===== config.mk =====
export PLATFORM = sky130hd
export DESIGN_NAME = ipv6_ext_header_insert_point
export DESIGN_NICKNAME = d
export VERILOG_FILES = /design/src/hw/rtl/ipv6eh_pkg.sv /design/src/hw/rtl/ipv6_ext_header_insert_point.sv /design/src/hw/rtl/ipv6eh_in_stage.sv /design/src/hw/rtl/ipv6eh_walker.sv /design/src/hw/rtl/ipv6eh_out_stage.sv
export SDC_FILE = /design/constraint.sdc
export NUM_CORES = 1
export LEC_CHECK = 0
export ABC_AREA = 1
export BUFFER_PORTS_ARGS = -buffer_cell sky130_fd_sc_hd__buf_2
export CELL_PAD_IN_SITES_DETAIL_PLACEMENT = 0
export CELL_PAD_IN_SITES_GLOBAL_PLACEMENT = 1
export CORE_MARGIN = 2
export CORE_UTILIZATION = 40
export CTS_CLUSTER_DIAMETER = 200
export DETAILED_ROUTE_END_ITERATION = 10
export PLACE_DENSITY = 0.75
export SYNTH_ARGS = -nofsm -noshare
export SYNTH_HDL_FRONTEND = slang
export SYNTH_SLANG_ARGS = --single-unit

===== constraint.sdc =====
create_clock -name clock -period 3.7 [get_ports clock]
set_input_delay 0.74 -clock clock [delete_from_list [all_inputs] [get_ports clock]]
set_output_delay 0.74 -clock clock [all_outputs]
set_load 0.005 [all_outputs]

===== src/hw/rtl/ipv6eh_pkg.sv =====
package ipv6eh_pkg;

   // fixed ipv6 header geometry
   localparam int BASE_HEADER_BYTES   = 40;
   localparam int NEXT_FIELD_BASE     = 6;
   localparam int OFFSET_BITS_DEFAULT = 17;

   // protocol numbers seen in the next-header chain
   localparam logic [7:0] NH_HOP_BY_HOP = 8'd0;
   localparam logic [7:0] NH_ROUTING    = 8'd43;
   localparam logic [7:0] NH_ESP        = 8'd50;
   localparam logic [7:0] NH_AUTH       = 8'd51;
   localparam logic [7:0] NH_DEST_OPTS  = 8'd60;
   localparam logic [7:0] NH_COMPRESS   = 8'd108;

   // one packet byte as held in the input register
   typedef struct packed {
      logic [7:0] data;
      logic       last;
   } byte_type;

   // verdict on one next-header value
   typedef struct packed {
      logic dest_seen;
      logic done;
   } judge_type;

   // skip hop-by-hop, routing and a destination options ahead of any routing; stop on anything else
   function automatic judge_type judge_next(logic [7:0] proto, logic dest_seen);
      judge_type r;
      r.dest_seen = dest_seen;
      r.done      = 1'b0;
      case (proto)
         NH_HOP_BY_HOP: begin
            r.done = 1'b0;
         end
         NH_ROUTING: begin
            r.dest_seen = 1'b1;
         end
         NH_DEST_OPTS: begin
            if (dest_seen) begin
               r.done = 1'b1;
            end else begin
               r.dest_seen = 1'b1;
            end
         end
         NH_AUTH, NH_ESP, NH_COMPRESS: begin
            r.done = 1'b1;
         end
         default: begin
            r.done = 1'b1;
         end
      endcase
      return r;
   endfunction

endpackage


===== src/hw/rtl/ipv6_ext_header_insert_point.sv =====
// Finds where an AH, ESP or compression header goes in an IPv6 packet.
// Input channel (req_): one packet byte per transfer, from the first byte of
// the IPv6 header, with req_last_byte set on the final byte of the packet.
// Result channel (rsp_): one transfer per packet, carrying the insertion
// offset, the offset of the next-header byte to patch and a truncation flag.
// Throughput: one byte per cycle, packets back to back, unless a stalled result holds a last byte.
// The last byte sits in the input register until it can move on; the walk
// logic then loads the result register, whose valid flag drives rsp_valid.
// Reset clears both registers and puts the walk at the start of a packet;
// the walk also returns there by itself after every last byte.
// When the receiver stalls, the result holds in the result register and
// non-last bytes keep flowing; a further last byte waits in the input
// register and req_ready drops until the held result is taken.
module ipv6_ext_header_insert_point #(
   parameter int OFFSET_BITS = ipv6eh_pkg::OFFSET_BITS_DEFAULT
) (
   input  logic                   clock,
   input  logic                   reset,
   input  logic                   req_valid,
   output logic                   req_ready,
   input  logic [7:0]             req_data_byte,
   input  logic                   req_last_byte,
   output logic                   rsp_valid,
   input  logic                   rsp_ready,
   output logic [OFFSET_BITS-1:0] rsp_insert_offset,
   output logic [OFFSET_BITS-1:0] rsp_next_field_offset,
   output logic                   rsp_truncated
);

   ipv6eh_pkg::byte_type   req_byte;
   ipv6eh_pkg::byte_type   cur_byte;
   logic                   step;
   logic                   out_free;
   logic                   res_valid;
   logic [OFFSET_BITS-1:0] res_insert_offset;
   logic [OFFSET_BITS-1:0] res_next_field_offset;
   logic                   res_truncated;

   assign req_byte.data = req_data_byte;
   assign req_byte.last = req_last_byte;

   ipv6eh_in_stage u_in_stage (
      .clock     (clock),
      .reset     (reset),
      .req_valid (req_valid),
      .req_ready (req_ready),
      .req_byte  (req_byte),
      .out_free  (out_free),
      .step      (step),
      .cur_byte  (cur_byte)
   );

   ipv6eh_walker #(.OFFSET_BITS(OFFSET_BITS)) u_walker (
      .clock                 (clock),
      .reset                 (reset),
      .step                  (step),
      .cur_byte              (cur_byte),
      .res_valid             (res_valid),
      .res_insert_offset     (res_insert_offset),
      .res_next_field_offset (res_next_field_offset),
      .res_truncated         (res_truncated)
   );

   ipv6eh_out_stage #(.OFFSET_BITS(OFFSET_BITS)) u_out_stage (
      .clock                 (clock),
      .reset                 (reset),
      .load                  (res_valid),
      .res_insert_offset     (res_insert_offset),
      .res_next_field_offset (res_next_field_offset),
      .res_truncated         (res_truncated),
      .out_free              (out_free),
      .rsp_valid             (rsp_valid),
      .rsp_ready             (rsp_ready),
      .rsp_insert_offset     (rsp_insert_offset),
      .rsp_next_field_offset (rsp_next_field_offset),
      .rsp_truncated         (rsp_truncated)
   );

endmodule


===== src/hw/rtl/ipv6eh_in_stage.sv =====
module ipv6eh_in_stage (
   input  logic                 clock,
   input  logic                 reset,
   input  logic                 req_valid,
   output logic                 req_ready,
   input  ipv6eh_pkg::byte_type req_byte,
   input  logic                 out_free,
   output logic                 step,
   output ipv6eh_pkg::byte_type cur_byte
);

   logic                 valid_ff;
   logic                 valid_in;
   ipv6eh_pkg::byte_type byte_ff;

   // a last byte moves on only when the result register has room
   assign step      = valid_ff && (!byte_ff.last || out_free);
   assign req_ready = !valid_ff || step;
   assign cur_byte  = byte_ff;
   assign valid_in  = (req_valid && req_ready) ? 1'b1 : (step ? 1'b0 : valid_ff);

   // input register
   always_ff @(posedge clock) begin
      if (reset) begin
         valid_ff <= 1'b0;
      end else begin
         valid_ff <= valid_in;
      end
   end

   always_ff @(posedge clock) begin
      if (req_valid && req_ready) begin
         byte_ff <= req_byte;
      end
   end

endmodule


===== src/hw/rtl/ipv6eh_walker.sv =====
module ipv6eh_walker #(
   parameter int OFFSET_BITS = ipv6eh_pkg::OFFSET_BITS_DEFAULT
) (
   input  logic                   clock,
   input  logic                   reset,
   input  logic                   step,
   input  ipv6eh_pkg::byte_type   cur_byte,
   output logic                   res_valid,
   output logic [OFFSET_BITS-1:0] res_insert_offset,
   output logic [OFFSET_BITS-1:0] res_next_field_offset,
   output logic                   res_truncated
);

   localparam logic [OFFSET_BITS-1:0] OffsetMax = '1;
   localparam logic [OFFSET_BITS-1:0] BaseStart = OFFSET_BITS'(ipv6eh_pkg::BASE_HEADER_BYTES);
   localparam logic [OFFSET_BITS-1:0] FieldBase = OFFSET_BITS'(ipv6eh_pkg::NEXT_FIELD_BASE);

   logic [OFFSET_BITS-1:0] count_ff, count_in;
   logic [OFFSET_BITS-1:0] start_ff, start_in;
   logic [OFFSET_BITS-1:0] field_ff, field_in;
   logic [7:0]             pend_ff, pend_in;
   logic                   dest_ff, dest_in;
   logic                   done_ff, done_in;

   logic                   active;
   logic [OFFSET_BITS:0]   start_plus1;
   logic [8:0]             len_units;
   logic [OFFSET_BITS:0]   hdr_sum;
   ipv6eh_pkg::judge_type  verdict;

   assign active      = (count_ff != OffsetMax) && !done_ff;
   assign start_plus1 = {1'b0, start_ff} + {{OFFSET_BITS{1'b0}}, 1'b1};
   assign len_units   = {1'b0, cur_byte.data} + 9'd1;
   assign hdr_sum     = {1'b0, start_ff} + (OFFSET_BITS + 1)'({len_units, 3'b000});

   // chain walk: next-header byte of the base header, then next and length of each skipped header
   always_comb begin
      start_in = start_ff;
      field_in = field_ff;
      pend_in  = pend_ff;
      dest_in  = dest_ff;
      done_in  = done_ff;
      verdict  = ipv6eh_pkg::judge_next(cur_byte.data, dest_ff);
      if (active) begin
         if (count_ff == FieldBase) begin
            dest_in = verdict.dest_seen;
            done_in = verdict.done;
         end else if (count_ff > FieldBase) begin
            if (count_ff == start_ff) begin
               pend_in = cur_byte.data;
            end else if ({1'b0, count_ff} == start_plus1) begin
               verdict  = ipv6eh_pkg::judge_next(pend_ff, dest_ff);
               field_in = start_ff;
               start_in = (hdr_sum > {1'b0, OffsetMax}) ? OffsetMax : hdr_sum[OFFSET_BITS-1:0];
               dest_in  = verdict.dest_seen;
               done_in  = verdict.done;
            end
         end
      end
      count_in = (count_ff != OffsetMax) ? count_ff + 1'b1 : count_ff;
   end

   // result on the last byte of a packet
   assign res_valid             = step && cur_byte.last;
   assign res_insert_offset     = start_in;
   assign res_next_field_offset = field_in;
   assign res_truncated         = !done_in &&
                                  ((count_in <= FieldBase) || (start_in == BaseStart) ||
                                   (count_in > start_in));

   // walk state, back to start of packet after the last byte
   always_ff @(posedge clock) begin
      if (reset) begin
         count_ff <= '0;
         start_ff <= BaseStart;
         field_ff <= FieldBase;
         pend_ff  <= '0;
         dest_ff  <= 1'b0;
         done_ff  <= 1'b0;
      end else if (step) begin
         if (cur_byte.last) begin
            count_ff <= '0;
            start_ff <= BaseStart;
            field_ff <= FieldBase;
            pend_ff  <= '0;
            dest_ff  <= 1'b0;
            done_ff  <= 1'b0;
         end else begin
            count_ff <= count_in;
            start_ff <= start_in;
            field_ff <= field_in;
            pend_ff  <= pend_in;
            dest_ff  <= dest_in;
            done_ff  <= done_in;
         end
      end
   end

endmodule


===== src/hw/rtl/ipv6eh_out_stage.sv =====
module ipv6eh_out_stage #(
   parameter int OFFSET_BITS = ipv6eh_pkg::OFFSET_BITS_DEFAULT
) (
   input  logic                   clock,
   input  logic                   reset,
   input  logic                   load,
   input  logic [OFFSET_BITS-1:0] res_insert_offset,
   input  logic [OFFSET_BITS-1:0] res_next_field_offset,
   input  logic                   res_truncated,
   output logic                   out_free,
   output logic                   rsp_valid,
   input  logic                   rsp_ready,
   output logic [OFFSET_BITS-1:0] rsp_insert_offset,
   output logic [OFFSET_BITS-1:0] rsp_next_field_offset,
   output logic                   rsp_truncated
);

   logic                   valid_ff, valid_in;
   logic [OFFSET_BITS-1:0] insert_ff;
   logic [OFFSET_BITS-1:0] field_ff;
   logic                   trunc_ff;

   assign out_free = !valid_ff || rsp_ready;
   assign valid_in = load ? 1'b1 : (rsp_ready ? 1'b0 : valid_ff);

   // result register
   always_ff @(posedge clock) begin
      if (reset) begin
         valid_ff <= 1'b0;
      end else begin
         valid_ff <= valid_in;
      end
   end

   always_ff @(posedge clock) begin
      if (load) begin
         insert_ff <= res_insert_offset;
         field_ff  <= res_next_field_offset;
         trunc_ff  <= res_truncated;
      end
   end

   assign rsp_valid             = valid_ff;
   assign rsp_insert_offset     = insert_ff;
   assign rsp_next_field_offset = field_ff;
   assign rsp_truncated         = trunc_ff;

endmodule


Yosys cells after proc, flatten, opt, wreduce, memory -nomap -nowiden
Cells that the tools add are included.
{ "totals": {"ff_bits": 107, "output_inout_bits": 37} }
{ "op_classes": {"n_eq_ne": 12, "n_mux": 41, "n_reduce_logical": 31, "n_addsub": 4, "n_lt_le_gt_ge": 4} }
{ "ops": {"columns": ["op", "count"], "rows": [
  ["2-to-1 mux 17 bit", 15],
  ["2-to-1 mux 8 bit", 5],
  ["equality test 8 x 6 -> 1 bit, second input constant", 4],
  ["2-to-1 mux 1 bit", 19],
  ["adder 17 x 1 -> 18 bit, second input constant", 1],
  ["adder 17 x 12 -> 18 bit", 1],
  ["equality test 17 x 18 -> 1 bit", 1],
  ["> comparator 18 x 17 -> 1 bit, second input constant", 1],
  ["adder 17 x 1 -> 17 bit, second input constant", 1],
  ["equality test 17 bit", 1],
  ["equality test 17 x 3 -> 1 bit, second input constant", 1],
  ["equality test 17 x 6 -> 1 bit, second input constant", 1],
  ["> comparator 17 bit", 1],
  ["> comparator 17 x 3 -> 1 bit, second input constant", 1],
  ["<= comparator 17 x 3 -> 1 bit, second input constant", 1],
  ["inequality test 17 bit, second input constant", 1],
  ["zero test 8 bit", 2],
  ["nonzero test 2 bit", 5],
  ["adder 8 x 1 -> 9 bit, second input constant", 1],
  ["nonzero test 3 bit", 3],
  ["OR reduction 2 bit", 4],
  ["AND reduction 7 bit", 1],
  ["logical AND 1 bit", 5],
  ["zero test 1 bit", 5],
  ["other kinds (6)", 11]
]} }

Depth between registers and ports, before layout
{ "logic_depth": {"depth_word": 13, "depth_mapped": 29, "mapped_depth_nobuf": 29} }

Cells and area by module
A second synthesis with hierarchy kept.
{ "unflattened": {"cells_unflattened": 1056, "hier_area_um2": 7205.7} }
{ "modules_own_cells": {"columns": ["module", "area_each_um2", "cells_each", "instances"], "rows": [
  ["ipv6eh_walker", 5780.5, 999, 1],
  ["ipv6eh_out_stage", 1093.5, 40, 1],
  ["ipv6eh_in_stage", 331.6, 17, 1]
]} }

Worst setup path before layout
Ideal clock, no wire load.
{ "synth_path": {"path_type": "register to register", "start": "register u_in_stage.byte_ff, in the netlist u_in_stage.cur_byte[3]", "end": "register u_out_stage.trunc_ff, in the netlist u_out_stage.rsp_truncated, data pin", "arrival_ns": 3.672, "setup_time_ns": 0.255, "path_stages_with_launch": 29, "n_path_buf": 0, "t_required_ns": 3.445, "path_slack_ns": -0.227, "path_cell_list": "edfxtp_1 -> inv_1 -> nor3_1 -> nand2_1 -> nor2_1 -> a31oi_1 -> ha_1 -> a21oi_1 -> o21ai_0 -> nand2_1 -> nand2_1 -> inv_1 -> nor2_1 -> nand2_1 -> nand2_1 -> inv_1 -> ha_1 -> a21oi_1 -> nor2_1 -> nor2_1 -> o311ai_0 -> a21oi_1 -> nor2_1 -> nor2_1 -> nor3_1 -> o21ai_0 -> inv_1 -> nor2_1 -> a21oi_2"} }
{ "synth_between": {"elab_chain_cells": 13, "word_cells_on_any_way": 22, "cone_classes": "add/sub (2); order compare (2); eq/ne (3); mux (9); reduce/logical (6)"} }
{ "synth_rtl": {"columns": ["item", "line", "rtl"], "rows": [
  ["start: declaration", "ipv6eh_in_stage.sv:14", "ipv6eh_pkg::byte_type byte_ff;"],
  ["start signal: assignment", "ipv6eh_in_stage.sv:33", "byte_ff <= req_byte;"],
  ["adder 8 x 1 -> 9 bit (*)", "ipv6eh_walker.sv:33", "assign len_units = {1'b0, cur_byte.data} + 9'd1;"],
  ["adder 17 x 12 -> 18 bit (*)", "ipv6eh_walker.sv:34", "assign hdr_sum = {1'b0, start_ff} + (OFFSET_BITS + 1)'({len_units, 3'b000});"],
  ["> comparator 18 x 17 -> 1 bit (*)", "ipv6eh_walker.sv:54", "start_in = (hdr_sum > {1'b0, OffsetMax}) ? OffsetMax : hdr_sum[OFFSET_BITS-1:0];"],
  ["2-to-1 mux 17 bit (*)", "ipv6eh_walker.sv:54", null],
  ["2-to-1 mux 17 bit (*)", "ipv6eh_walker.sv:51", "end else if ({1'b0, count_ff} == start_plus1) begin"],
  ["2-to-1 mux 17 bit (*)", "ipv6eh_walker.sv:49", "if (count_ff == start_ff) begin"],
  ["2-to-1 mux 17 bit (*)", "ipv6eh_walker.sv:48", "end else if (count_ff > FieldBase) begin"],
  ["2-to-1 mux 17 bit (*)", "ipv6eh_walker.sv:45", "if (count_ff == FieldBase) begin"],
  ["2-to-1 mux 17 bit (*)", "ipv6eh_walker.sv:44", "if (active) begin"],
  ["via res_insert_offset[2]", "ipv6_ext_header_insert_point.sv:35", "logic [OFFSET_BITS-1:0] res_insert_offset;"],
  ["branches (longest 2 deep; another with > comparator 17 bit)", null, null],
  ["logical OR 1 bit (*)", "ipv6eh_walker.sv:68", "((count_in <= FieldBase) || (start_in == BaseStart) ||"],
  ["logical AND 1 bit (*)", "ipv6eh_walker.sv:67", "assign res_truncated = !done_in &&"],
  ["via res_truncated", "ipv6_ext_header_insert_point.sv:37", "logic res_truncated;"],
  ["end signal: assignment", "ipv6eh_out_stage.sv:39", "trunc_ff <= res_truncated;"],
  ["end: declaration", "ipv6eh_out_stage.sv:21", "logic trunc_ff;"]
]} }
Mark *: on every way through the listed nets, which the timed path passes.
A chain may end at the register's enable or synchronous reset.

Final worst setup path
{ "layout_path": {"start": "register u_in_stage.byte_ff, in the netlist u_in_stage.cur_byte[2]", "end": "register u_out_stage.trunc_ff, in the netlist u_out_stage.rsp_truncated, data pin"} }
{ "layout_between": {"elab_chain_cells": 13, "word_cells_on_any_way": 22, "cone_classes": "add/sub (2); order compare (2); eq/ne (3); mux (9); reduce/logical (6)"} }
{ "layout_rtl": {"columns": ["item", "line"], "rows": [
  ["branches (longest 12 deep; another with adder 17 x 12 -> 18 bit)", null],
  ["logical AND 1 bit (*)", "ipv6eh_walker.sv:67"],
  ["via res_truncated", "ipv6_ext_header_insert_point.sv:37"]
]} }
Marked as above.

==> run_results.csv <==
group,metric,value,unit
status,status,"finished, violations left",
status,failed_checks,"negative setup slack",
job,drv_cap,0,
layout,layout.nets,1306,
layout,regArea,2580,um2
critical_path,cpPeakStageDelay,0.39,ns
grt,grt_max_degree,53,
placed_design,dpl_cell_area,8660,um2
synthesis,syn_nets,1127,
layout,final_area,9100,um2
synthesis,synth_top_area_frac,0.202,
worst_hold_path,whs_endpoint,"u_walker.pend_ff[6]$_SDFFE_PP0P_",
timing,setup_violations,1,
synthesis,synth_edf_count,44,
critical_path,crit_type,"reg2reg",
layout,fill_cells,1818,
clocking,cts_hold_buf,0,
timing,hold_viol_final,0,
critical_path,startpoint_type,"register",
critical_path,cp.arrival,3.94,ns
layout,syn_to_final_growth,27.5,%
timing,setup_tns,-0.106,ns
floorplan,fp.dieH,138,um
worst_hold_path,min_from,"u_walker.pend_ff[6]$_SDFFE_PP0P_",
layout,layout_common_cells,"nand2_1 (381), buf_4 (148), inv_1 (123)",
route,vias,7526,
pwr,peakVddDrop,0.293,mV
route,firstDrtPassIters,6,
placed_design,dpl_worst_slack,-0.121,ns
clocking,cts_sinks,107,
grt,antenna_found_initial,0,
placed_design,hpwl,20100,um
worst_hold_path,min_path_cells,2,
synthesis,synth_top_flop_cell,"dfxtp_1",
critical_path,r2r_setup_slack,-0.11,ns
pwr,p_total,2.45,mW
clocking,htreeDepth,3,
clocking,cts_tree,"done",
synthesis,ys_types,36,
placed_design,port_buffers,49,
route,antenna_left,0,
layout,drive_above_1_share,0.220,
critical_path,r2r-end,"u_out_stage.rsp_truncated$_DFFE_PP_",
worst_hold_path,hp-class,"reg2reg",
critical_path,critical_path.max_fanout,4,
critical_path,cpMaxStageDelayCell,"edfxtp_1",
floorplan,die_x,138,um
timing,period_minus_slack,3.81,ns
pwr,p_leak,4.30,nW
clocking,clk_pin_slew_worst_paths,0.08,ns
critical_path,r2r_cells,26,
grt,grt_overflow_total,0,
layout,multi_input_area,4060,um2
layout,fin_util,0.525,
floorplan,io_pins,50,
route,drt-wirelength-per-cell,16.9,um
grt,grt_pass1_vias,7057,
timing,rsz0062_at_grt,"yes",
synthesis,synth_area,7140,um2
critical_path,cp.required,3.83,ns
placed_design,place_inst,1468,
synthesis,avgSynthCellArea,6.60,um2
floorplan,core,17400,um2
synthesis,yosysSeqAreaShare,0.362,
timing,skew,0.00754,ns
timing,hold_slack,0.467,ns
route,remaining_drc_errors,0,
floorplan,die_area,18900,um2
timing,post-route-worst-setup-slack,-0.106,ns
route,routed_via_density,5.05,
critical_path,crit_top_cell,"nor2_1",
timing,max_freq,263,MHz
timing,report.final.slew_viol_count,0,
route,totalWireLength,25100,um
critical_path,reg2reg_from,"u_in_stage.cur_byte[2]$_DFFE_PP_",
grt,grt_pass1_wl,38800,um
timing,worst_pin_slew,0.653,ns
clocking,cts_buffers,9,
clocking,cts_max_path_buffers,2,
floorplan,rows,48,
grt,grtUsageTotal,0.277,
grt,grt_use_met2,0.430,
floorplan,start_util,0.411,
critical_path,cp-end-kind,"register",
clocking,insertion_delay,0.37,ns
placed_design,gp_congestion,0.956,
route,drtIter0Drc,573,
critical_path,path_buf_inv,2,
synthesis,synth.area.top_cells,"nand2_1 (20%), edfxtp_1 (19%), dfxtp_1 (18%), inv_1 (6.6%), ha_1 (5.6%)",
synthesis,yosysWarningCount,0,
clocking,cts-root-buf,"clkbuf_16",
grt,gr-usage-met3,0.0497,
grt,gr-usage-met1,0.387,
critical_path,crit_family,"simple AND/OR/NAND/NOR gates",
layout,final_cells,1490,
synthesis,synthCells,1081,
pwr,p_per_area,269,nW/um2
synthesis,ys_async_sr_fraction,0,
synthesis,ys_ff_latch,107,
timing,max_slew_margin,0.565,
timing,finalCritPeriodShare,1.03,
grt,grt-busiest-layer,"met2",
synthesis,synth_top_area_cell,"nand2_1",
layout,final_common_cell,"nand2_1",
layout,antenna_cells,0,
cell type report:
class | instances | share of cell area
Multi-Input combinational cell | 812 | 0.446
Sequential cell | 107 | 0.284
Timing Repair Buffer | 199 | 0.153
Inverter | 131 | 0.0540
Tap cell | 225 | 0.0309
Clock buffer | 11 | 0.0267
Clock inverter | 5 | 0.00509
worst max path at each step:
stage | start | endpoint | cells past startpoint
final | u_in_stage.cur_byte[2]$_DFFE_PP_ | u_out_stage.rsp_truncated$_DFFE_PP_ | 26
after global routing | u_in_stage.cur_byte[2]$_DFFE_PP_ | u_out_stage.rsp_truncated$_DFFE_PP_ | 28
after CTS | u_in_stage.cur_byte[2]$_DFFE_PP_ | u_out_stage.rsp_truncated$_DFFE_PP_ | 29
after detailed placement | u_in_stage.cur_byte[2]$_DFFE_PP_ | u_out_stage.rsp_truncated$_DFFE_PP_ | 29
after global placement | u_in_stage.cur_byte[2]$_DFFE_PP_ | u_out_stage.rsp_truncated$_DFFE_PP_ | 29
after floorplan | u_in_stage.cur_byte[3]$_DFFE_PP_ | u_out_stage.rsp_truncated$_DFFE_PP_ | 25
cell usage after synthesis, types with 2 or more instances:
library cell,number
nand3_2,3
nand2_1,385
inv_1,126
nand4_1,17
a211oi_1,3
or2_2,2
nor2_2,7
nand3_1,69
nor3_1,15
inv_2,5
xnor2_1,2
dfxtp_1,63
a31oi_1,3
o311ai_0,2
xor2_1,19
nor2_1,105
edfxtp_1,44
ha_1,32
a21oi_1,79
nor2_4,6
nor4_1,2
o21ai_0,30
o21ai_1,13
buf_4,2
clkbuf_1,21
buf_2,7
nand2_2,10
worst reg2reg max path, cell delays in order, from the launching register on:
cell	delay (ns)
edfxtp_1	0.39
inv_2	0.07
nor3_4	0.20
nand2_2	0.09
nor2_4	0.14
a21oi_1	0.07
a31oi_1	0.22
ha_2	0.33
a21oi_2	0.17
o21ai_2	0.07
nand2_1	0.07
nand2_2	0.09
or2_4	0.24
o21ai_2	0.16
ha_1	0.26
nand2_1	0.09
nor2_1	0.05
nor2_1	0.10
o311ai_2	0.11
a21oi_1	0.15
nor2_1	0.05
nor2_1	0.08
nor3_1	0.05
o21ai_1	0.11
inv_1	0.06
nor2_2	0.09
a21oi_2	0.06
report_power, final:
part	total, mW	internal, mW	switching, mW
Sequential	1.26	1.24	0.0138
Combinational	0.228	0.0916	0.136
Clock	0.962	0.486	0.476
Total	2.45	1.82	0.626
logic make-up after synthesis:
group                    Yosys count  share of synthesized area
AO/OA/AOI/OAI                    134                     0.0983
XOR/XNOR                          21                     0.0258
adder cells (fa/ha/maj)           33                     0.0589
buffers and inverters            162                     0.0885
flip-flops                       107                      0.362
AND/OR/NAND/NOR                  624                      0.367
sequential cells by signal, summed over array words and instances (netlist names):
signal / count
u_walker.done_ff: 1
u_out_stage.rsp_truncated: 1
u_out_stage.rsp_valid: 1
u_walker.pend_ff: 8
u_walker.field_ff: 17
u_in_stage.valid_ff: 1
u_out_stage.rsp_next_field_offset: 17
u_walker.start_ff: 17
u_out_stage.rsp_insert_offset: 17
u_in_stage.cur_byte: 9
u_walker.count_ff: 17
u_walker.dest_ff: 1
layer usage:
layer	vias to the layer above	wire length [um]	share of wire
met3	43	1450	0.057
li1	3823	-	-
met4	0	779	0.031
met5	-	0	0
met2	240	11100	0.44
met1	3420	11800	0.47
what timing repair did:
item	CTS	global route
setup endpoints to repair	1	1
buffers inserted	3	3
pin swaps	4	15
gates resized for setup	5	23
No activity file was read; power rests on OpenSTA's default activity.
